===== src/rtl/wmc_pkg.sv =====
// Shared types and constants of the watermark manifest checker.
package wmc_pkg;

    localparam logic [31:0] MANIFEST_MAGIC   = 32'h5653_4d46;
    localparam logic [31:0] MANIFEST_VERSION = 32'd1;
    localparam int unsigned HEADER_LEN       = 12;
    localparam int unsigned ENTRY_LEN        = 2 + 8 + 8;
    localparam int unsigned CRC_LEN          = 4;
    localparam logic [31:0] CRC_POLY         = 32'hEDB8_8320;

    // 12 + 18 * (2^32 - 1) fits in 37 bits
    localparam int unsigned EXP_LEN_W        = 37;

    localparam int unsigned CFG_IDX_W        = 1;
    localparam int unsigned CFG_DATA_W       = 17;
    localparam logic [CFG_IDX_W-1:0] CFG_BYTE_ORDER  = 1'd0;
    localparam logic [CFG_IDX_W-1:0] CFG_SHARD_LIMIT = 1'd1;
    localparam logic [CFG_DATA_W-1:0] SHARD_LIMIT_RST = 17'h1_0000;

    // header word slots (byte position / 4)
    localparam logic [1:0] HDR_MAGIC_WORD   = 2'd0;
    localparam logic [1:0] HDR_VERSION_WORD = 2'd1;

    localparam logic RESULT_ENTRY   = 1'b0;
    localparam logic RESULT_VERDICT = 1'b1;

    typedef enum logic [3:0] {
        V_OK       = 4'd0,
        V_SHORT    = 4'd1,
        V_CRC      = 4'd2,
        V_MAGIC    = 4'd3,
        V_VERSION  = 4'd4,
        V_LENGTH   = 4'd5,
        V_RANGE    = 4'd6,
        V_ORDER    = 4'd7,
        V_RELEASED = 4'd8
    } verdict_t;

    typedef struct packed {
        logic [7:0] data_byte;
        logic       final_byte;
    } in_beat_t;

    typedef struct packed {
        logic        result_kind;
        logic [15:0] shard_id;
        logic [63:0] applied_mark;
        logic [63:0] released_mark;
        verdict_t    verdict;
    } out_beat_t;

endpackage


===== src/rtl/watermark_manifest_checker_core.sv =====
// Top level of the watermark manifest checker: byte parser, CRC and result skid.
//
// Usage
//   s_* : one manifest byte per beat, final_byte set on the last byte.
//   m_* : results. A parsed entry (result_kind 0) for every entry that passes
//         its checks while the header and all earlier entries are still good,
//         and one verdict beat (result_kind 1) on the final byte.
//   cfg_we/cfg_index/cfg_data : byte_order (index 0), shard_limit (index 1).
//         Write only while the block is idle.
// Timing
//   One byte per clock while s_ready is high. A byte's result is registered
//   into the output slot or skid; CRC update and field gather are combinational.
//   A two-deep output (register plus skid) keeps s_ready high while one
//   result waits; s_ready drops only when both slots hold results.
// Reset
//   aresetn low clears the parse state, the output slots and sets
//   byte_order 0, shard_limit 65536. After each verdict the parse state
//   returns to its reset value, so the next byte opens a new manifest.
// Stall
//   With m_ready low, results hold in order; nothing is dropped.
module watermark_manifest_checker_core #(
    parameter int unsigned COUNTER_WIDTH = 32
) (
    input  logic                              aclk,
    input  logic                              aresetn,
    input  logic                              s_valid,
    output logic                              s_ready,
    input  wmc_pkg::in_beat_t                 s_data,
    output logic                              m_valid,
    input  logic                              m_ready,
    output wmc_pkg::out_beat_t                m_data,
    input  logic                              cfg_we,
    input  logic [wmc_pkg::CFG_IDX_W-1:0]     cfg_index,
    input  logic [wmc_pkg::CFG_DATA_W-1:0]    cfg_data
);
    import wmc_pkg::*;

    localparam int unsigned CW = COUNTER_WIDTH;
    localparam int unsigned LW = (CW > EXP_LEN_W) ? CW : EXP_LEN_W;
    localparam logic [4:0]  LAST_OFF = 5'(ENTRY_LEN - 1);

    // ---------------- configuration ----------------
    logic                  byte_order_reg;
    logic [CFG_DATA_W-1:0] shard_limit_reg;

    always_ff @(posedge aclk) begin
        if (!aresetn) begin
            byte_order_reg  <= 1'b0;
            shard_limit_reg <= SHARD_LIMIT_RST;
        end else if (cfg_we) begin
            unique case (cfg_index)
                CFG_BYTE_ORDER:  byte_order_reg  <= cfg_data[0];
                CFG_SHARD_LIMIT: shard_limit_reg <= cfg_data;
            endcase
        end
    end

    // ---------------- helpers ----------------
    function automatic logic [31:0] crc_byte(input logic [31:0] c_in, input logic [7:0] b);
        logic [31:0] c;
        c = c_in ^ {24'd0, b};
        for (int i = 0; i < 8; i++) begin
            c = c[0] ? ((c >> 1) ^ CRC_POLY) : (c >> 1);
        end
        return c;
    endfunction

    // k is the byte's place inside its field
    function automatic logic [63:0] gather(input logic [63:0] cur, input logic [7:0] b,
                                           input logic [2:0] k, input logic be);
        logic [63:0] base;
        base = (k == 3'd0) ? 64'd0 : cur;
        if (be) begin
            return {base[55:0], b};
        end
        return base | ({56'd0, b} << {k, 3'b000});
    endfunction

    // ---------------- parse state ----------------
    logic [7:0]           tail_reg [4];
    logic [7:0]           tail_next [4];
    logic [31:0]          crc_reg, crc_next;
    logic [CW-1:0]        seen_reg, seen_next;
    logic [63:0]          shift_reg, shift_next;
    logic [31:0]          total_reg, total_next;
    logic [31:0]          done_reg, done_next;
    logic [4:0]           off_reg, off_next;
    logic [15:0]          cur_shard_reg, cur_shard_next;
    logic [63:0]          cur_applied_reg, cur_applied_next;
    logic [15:0]          prev_shard_reg, prev_shard_next;
    logic                 have_prev_reg, have_prev_next;
    verdict_t             hdr_status_reg, hdr_status_next;
    verdict_t             entry_err_reg, entry_err_next;
    logic [EXP_LEN_W-1:0] exp_len_reg;

    logic [7:0]  b;
    logic        accept;
    logic        emit;
    logic        res_valid;
    out_beat_t   res;
    logic [2:0]  k;
    logic [4:0]  off_rel;
    verdict_t    ent_err;
    verdict_t    verdict;
    logic [31:0] stored_crc;

    assign b      = s_data.data_byte;
    assign accept = s_valid && s_ready;

    always_comb begin
        for (int i = 0; i < 4; i++) tail_next[i] = tail_reg[i];
        crc_next         = crc_reg;
        seen_next        = seen_reg;
        shift_next       = shift_reg;
        total_next       = total_reg;
        done_next        = done_reg;
        off_next         = off_reg;
        cur_shard_next   = cur_shard_reg;
        cur_applied_next = cur_applied_reg;
        prev_shard_next  = prev_shard_reg;
        have_prev_next   = have_prev_reg;
        hdr_status_next  = hdr_status_reg;
        entry_err_next   = entry_err_reg;
        emit             = 1'b0;
        k                = 3'd0;
        off_rel          = 5'd0;
        ent_err          = V_OK;
        verdict          = V_OK;
        stored_crc       = 32'd0;

        // CRC trails the input by four bytes
        if (seen_reg >= CW'(CRC_LEN)) crc_next = crc_byte(crc_reg, tail_reg[0]);
        tail_next[0] = tail_reg[1];
        tail_next[1] = tail_reg[2];
        tail_next[2] = tail_reg[3];
        tail_next[3] = b;

        if (seen_reg != '1) begin
            seen_next = seen_reg + CW'(1);
            if (seen_reg < CW'(HEADER_LEN)) begin
                k          = {1'b0, seen_reg[1:0]};
                shift_next = gather(shift_reg, b, k, byte_order_reg);
                if (seen_reg[1:0] == 2'd3) begin
                    case (seen_reg[3:2])
                        HDR_MAGIC_WORD: begin
                            if (shift_next[31:0] != MANIFEST_MAGIC && hdr_status_reg == V_OK)
                                hdr_status_next = V_MAGIC;
                        end
                        HDR_VERSION_WORD: begin
                            if (shift_next[31:0] != MANIFEST_VERSION && hdr_status_reg == V_OK)
                                hdr_status_next = V_VERSION;
                        end
                        default: total_next = shift_next[31:0];
                    endcase
                end
            end else if (done_reg < total_reg) begin
                off_next = (off_reg == LAST_OFF) ? 5'd0 : off_reg + 5'd1;
                if (off_reg < 5'd2)       off_rel = off_reg;
                else if (off_reg < 5'd10) off_rel = off_reg - 5'd2;
                else                      off_rel = off_reg - 5'd10;
                k          = off_rel[2:0];
                shift_next = gather(shift_reg, b, k, byte_order_reg);
                if (off_reg == 5'd1) cur_shard_next   = shift_next[15:0];
                if (off_reg == 5'd9) cur_applied_next = shift_next;
                if (off_reg == LAST_OFF) begin
                    done_next = done_reg + 32'd1;
                    if ({1'b0, cur_shard_reg} >= shard_limit_reg)
                        ent_err = V_RANGE;
                    else if (have_prev_reg && cur_shard_reg <= prev_shard_reg)
                        ent_err = V_ORDER;
                    else if (shift_next > cur_applied_reg)
                        ent_err = V_RELEASED;
                    if (ent_err != V_OK) begin
                        if (entry_err_reg == V_OK) entry_err_next = ent_err;
                    end else if (entry_err_reg == V_OK) begin
                        prev_shard_next = cur_shard_reg;
                        have_prev_next  = 1'b1;
                        emit            = (hdr_status_reg == V_OK);
                    end
                end
            end
        end

        res.result_kind   = RESULT_ENTRY;
        res.shard_id      = cur_shard_next;
        res.applied_mark  = cur_applied_next;
        res.released_mark = shift_next;
        res.verdict       = V_OK;

        if (s_data.final_byte) begin
            stored_crc = byte_order_reg ?
                {tail_next[0], tail_next[1], tail_next[2], tail_next[3]} :
                {tail_next[3], tail_next[2], tail_next[1], tail_next[0]};
            if (seen_next < CW'(HEADER_LEN + CRC_LEN))
                verdict = V_SHORT;
            else if (~crc_next != stored_crc)
                verdict = V_CRC;
            else if (hdr_status_next != V_OK)
                verdict = hdr_status_next;
            else if (seen_next == '1 ||
                     (LW'(seen_next) - LW'(CRC_LEN)) != LW'(exp_len_reg))
                verdict = V_LENGTH;
            else
                verdict = entry_err_next;

            res.result_kind   = RESULT_VERDICT;
            res.shard_id      = 16'd0;
            res.applied_mark  = 64'd0;
            res.released_mark = 64'd0;
            res.verdict       = verdict;

            // start a fresh manifest
            for (int i = 0; i < 4; i++) tail_next[i] = 8'd0;
            crc_next         = '1;
            seen_next        = '0;
            shift_next       = '0;
            total_next       = '0;
            done_next        = '0;
            off_next         = '0;
            cur_shard_next   = '0;
            cur_applied_next = '0;
            prev_shard_next  = '0;
            have_prev_next   = 1'b0;
            hdr_status_next  = V_OK;
            entry_err_next   = V_OK;
        end

        res_valid = s_data.final_byte || emit;
    end

    always_ff @(posedge aclk) begin
        if (!aresetn) begin
            for (int i = 0; i < 4; i++) tail_reg[i] <= 8'd0;
            crc_reg         <= '1;
            seen_reg        <= '0;
            shift_reg       <= '0;
            total_reg       <= '0;
            done_reg        <= '0;
            off_reg         <= '0;
            cur_shard_reg   <= '0;
            cur_applied_reg <= '0;
            prev_shard_reg  <= '0;
            have_prev_reg   <= 1'b0;
            hdr_status_reg  <= V_OK;
            entry_err_reg   <= V_OK;
        end else if (accept) begin
            for (int i = 0; i < 4; i++) tail_reg[i] <= tail_next[i];
            crc_reg         <= crc_next;
            seen_reg        <= seen_next;
            shift_reg       <= shift_next;
            total_reg       <= total_next;
            done_reg        <= done_next;
            off_reg         <= off_next;
            cur_shard_reg   <= cur_shard_next;
            cur_applied_reg <= cur_applied_next;
            prev_shard_reg  <= prev_shard_next;
            have_prev_reg   <= have_prev_next;
            hdr_status_reg  <= hdr_status_next;
            entry_err_reg   <= entry_err_next;
        end
    end

    // Expected body length, registered from the entry count. The count lands
    // at byte 11, and no verdict before byte 15 reads this value.
    always_ff @(posedge aclk) begin
        exp_len_reg <= ({5'd0, total_reg} << 4) + ({5'd0, total_reg} << 1)
                     + EXP_LEN_W'(HEADER_LEN);
    end

    // ---------------- output register + skid ----------------
    logic      out_valid_reg, skid_valid_reg;
    out_beat_t out_reg, skid_reg;
    logic      push, pop;

    assign s_ready = !skid_valid_reg;
    assign m_valid = out_valid_reg;
    assign m_data  = out_reg;
    assign push    = accept && res_valid;
    assign pop     = out_valid_reg && m_ready;

    always_ff @(posedge aclk) begin
        if (!aresetn) begin
            out_valid_reg  <= 1'b0;
            skid_valid_reg <= 1'b0;
        end else if (!out_valid_reg || pop) begin
            if (skid_valid_reg) begin
                out_valid_reg  <= 1'b1;
                skid_valid_reg <= push;
            end else begin
                out_valid_reg  <= push;
                skid_valid_reg <= 1'b0;
            end
        end else if (push) begin
            skid_valid_reg <= 1'b1;
        end
    end

    always_ff @(posedge aclk) begin
        if (!out_valid_reg || pop) begin
            if (skid_valid_reg) begin
                out_reg  <= skid_reg;
                skid_reg <= res;
            end else begin
                out_reg  <= res;
            end
        end else if (push) begin
            skid_reg <= res;
        end
    end

    // ---------------- assertions ----------------
    a_skid_behind_out: assert property (@(posedge aclk) disable iff (!aresetn)
        skid_valid_reg |-> out_valid_reg)
        else $error("skid holds a beat while output slot is empty");

    a_final_clears: assert property (@(posedge aclk) disable iff (!aresetn)
        (accept && s_data.final_byte) |=> (seen_reg == '0 && !have_prev_reg))
        else $error("parse state not cleared after final byte");

    a_prev_after_entry: assert property (@(posedge aclk) disable iff (!aresetn)
        have_prev_reg |-> (seen_reg >= CW'(HEADER_LEN + ENTRY_LEN)))
        else $error("entry accepted before a whole entry was seen");

    a_verdict_payload: assert property (@(posedge aclk) disable iff (!aresetn)
        (m_valid && m_data.result_kind == RESULT_VERDICT) |->
        (m_data.shard_id == 16'd0 && m_data.applied_mark == 64'd0 &&
         m_data.released_mark == 64'd0))
        else $error("verdict beat carries entry payload");

endmodule

===== config.mk =====
export PLATFORM = sky130hd
export DESIGN_NAME = watermark_manifest_checker_core
export DESIGN_NICKNAME = d
export VERILOG_FILES = /design/src/rtl/wmc_pkg.sv /design/src/rtl/watermark_manifest_checker_core.sv
export SDC_FILE = /design/constraint.sdc
export NUM_CORES = 2
export LEC_CHECK = 0
export ABC_AREA = 1
export BUFFER_PORTS_ARGS = -buffer_cell sky130_fd_sc_hd__buf_2
export CORE_MARGIN = 4
export CORE_UTILIZATION = 55
export DETAILED_ROUTE_END_ITERATION = 7
export PLACE_DENSITY = 0.8
export SLEW_MARGIN = 15
export SYNTH_ARGS = -nofsm -noshare
export SYNTH_HDL_FRONTEND = slang
export SYNTH_SLANG_ARGS = --single-unit

===== constraint.sdc =====
create_clock -name aclk -period 18.5 [get_ports aclk]
set_input_delay 0 -clock aclk [delete_from_list [all_inputs] [get_ports aclk]]
set_output_delay 0 -clock aclk [all_outputs]
set_load 0.05 [all_outputs]

==> impl_metrics.json <==
{
  "status": "finished clean",
  "min_from": "m_ready",
  "route.detailed.drc": 0,
  "synthCells": 5339,
  "synth_xor_area_share_pct": 3.42,
  "place_congestion": 1.04,
  "reg2regPathDepth": 25,
  "io_buffers": 182,
  "worstPathRequired_ns": 18.76,
  "yosysTopAreaCellShare_pct": 24.8,
  "vias_per_cell": 5.95,
  "drv_cap": 0,
  "synth_top_family_by_area": "simple AND/OR/NAND/NOR gates",
  "cts_made_buffers": 74,
  "drive_above_1_share_pct": 8.29,
  "cts_tree": "yes",
  "hold-path-cell-count": 6,
  "synth-simple-area-share_pct": 23.6,
  "cp.arrival_ns": 8.40,
  "ctsHtreeMaxLevel": 3,
  "hold_path_class": "input port to flip-flop",
  "num_rows": 98,
  "drt-initial-drc-count": 5433,
  "grt_pass1_wl_um": 199000,
  "synthMuxAreaShare_pct": 0,
  "synth_most_common_cell": "nand2_1",
  "cp-end-kind": "flip-flop",
  "synth_warnings": 0,
  "cts_buffer_depth": 3,
  "clock_skew_ns": 0.0284,
  "slew_viol_final": 0,
  "insertion_delay_ns": 0.64,
  "dp_hpwl_um": 92800,
  "synth_compound_area_share_pct": 15.4,
  "fin_crit_ns": 8.13,
  "postCtsSetupBuffers": 0,
  "p_per_area_nw_per_um2": 81.3,
  "grt_max_degree": 111,
  "layout_setup_ws_ns": 10.37,
  "rsz0062_at_grt": "false",
  "dr.pass1.iters": 7,
  "synth-adder-area-share_pct": 5.19,
  "syn-cell-area_um2": 40000,
  "holdPathEnd": "skid_valid_reg",
  "busiest_layer": "met2",
  "max_slew_margin_pct": 11.8,
  "cp_max_fo": 55,
  "grt_pass1_vias": 35000,
  "finalPower_w": 0.00361,
  "nets": 5615,
  "period_share_pct": 44.0,
  "grt_usage_pct": 32.4,
  "synth_cell_types": 56,
  "irDropWorstVdd_uv": 77.8,
  "path_class": "flip-flop to flip-flop",
  "grt_overflow_total": 0,
  "cp-start-kind": "flip-flop",
  "final_cell_count_no_fill": 6431,
  "hold_viol": 0,
  "grt_use_met3_pct": 7.08,
  "die_w_um": 278,
  "antenna_found_initial": 4,
  "synth-seq-cells": 688,
  "async_reset_ff_share_pct": 0,
  "vias": 38300,
  "die_h_um": 278,
  "drt.antenna.violating_nets": 0,
  "yosys-top-cells-area": "edfxtp_1 25%, dfxtp_1 18%, nand2_1 12%",
  "yosysSeqAreaShare_pct": 42.7,
  "clk_pin_slew_ns": 0.07,
  "grt.met1_usage_pct": 45.7,
  "num_io_pins": 183,
  "clk_root_buffer_cell": "clkbuf_16",
  "timing.rr.end": "skid_reg[146]",
  "fp.dieArea_um2": 77100,
  "setup_viol": 0,
  "reg2reg_from": "off_reg[1]",
  "core_um2": 71700,
  "power.leakage_nw": 19.5,
  "met2_usage_pct": 48.3,
  "max_freq_mhz": 123,
  "wirelength_um": 130000,
  "start_util_pct": 55.8,
  "dp_slack_ns": 10.63,
  "worst_slew_pin_slew_ns": 1.32,
  "synth-edff-count": 330,
  "wl_per_cell_um": 20.3,
  "synth_ff_type": "dfxtp_1",
  "syn2layout_area_growth_pct": 11.1,
  "syn_avg_cell_area_um2": 7.49,
  "timing.setup.tns_ns": 0,
  "yosysTopAreaCell": "edfxtp_1",
  "cts_sinks": 688,
  "r2r_setup_slack_ns": 10.37,
  "synthTopCellsByCount": "1243 x nand2_1, 743 x inv_1, 435 x nor2_1",
  "place_inst": 6250,
  "syn_nets": 5537
}
-- cells in the final DEF (no fill, tap or decap), types with 22 or more instances in the layout --
master            n
nor3_1           67
nand4_1         108
xor2_1          111
a21oi_1         250
nor2_1          434
buf_2           182
nand2_1        1241
ha_1            166
nand3_1         283
clkbuf_16        77
xnor2_1          40
dlygate4sd3_1    41
or2_2            30
inv_1           739
dfxtp_1         356
edfxtp_1        330
o22ai_1         198
a31oi_1          56
o21a_1           22
buf_4            38
o21ai_0         400
-- per-stage QoR --
stage                     instance area [um2]  hold slack, ns  util (%)
after floorplan                         40000          0.0989         -
after global placement                  41400           0.225      57.8
after detailed placement                41400           0.225      57.8
after CTS                               44400          0.0157      61.9
after global routing                    44400          0.0571      61.9
final                                   44400          0.0647      61.9
-- repair_timing --
action	4_1_cts	5_1_grt
hold buffers	41	0
hold endpoints to repair	26	0
endpoints found under the setup margin	0	0
gates resized for setup	0	0
-- layout make-up --
class                   count  area [um2]
diodes                      2        5.00
multi-input cells        3628       19100
inverters                 764        2880
flip-flops and latches    688       17100
well taps                 950        1190
repair buffers            261        1610
clock inverters            51         559
clock buffers              87        2000
fillers                  6273       27300
-- where the power goes --
part | internal [W] | switching (W) | leakage [nW]
Clock | 0.000913 | 0.000665 | 1.25
Combinational | 0.0000960 | 0.000290 | 11.9
Sequential | 0.00163 | 0.0000179 | 6.41
Total | 0.00264 | 0.000973 | 19.5
-- critical path: stages, from the launching register on --
cell,delay [ns]
dfxtp_1,0.40
inv_1,0.10
ha_1,0.22
nand3_1,0.13
nand2_1,0.07
nand2_1,0.61
clkinv_1,0.86
nor2_1,0.37
nand2_1,0.15
o21ai_0,0.11
a31oi_1,0.09
inv_1,0.10
ha_1,0.16
nand4_1,0.13
nor3_1,0.29
nand2_1,0.22
nor4b_1,0.59
nand4_1,0.29
nand2_1,0.24
nand3_1,0.13
nor3_1,0.18
nand2_1,0.07
nand2_1,0.12
o21a_4,0.58
buf_4,0.66
buf_4,0.71
-- cells by family after synthesis --
logic type | count (synthesis)
compound gates | 1070
xor+xnor | 153
fa+ha+maj | 166
buf+inv | 1023
flops | 688
simple gates | 2239
-- metal layers --
metal,vias to the layer above,part of all wire [%]
li1,18000,-
met1,17500,41
met2,2344,42
met3,423,12
met4,4,5.0
met5,-,0.017
-- how the worst max path moves through the flow --
stage,slack [ns],start,end
after floorplan,10.60,m_valid,skid_reg[0]
final,10.37,off_reg[1],skid_reg[146]
after CTS,10.61,off_reg[1],skid_reg[146]
after global placement,10.79,off_reg[1],skid_reg[146]
after global routing,9.86,off_reg[1],skid_reg[148]
after detailed placement,10.63,off_reg[1],skid_reg[148]
No activity file was read; power rests on OpenSTA's default activity.
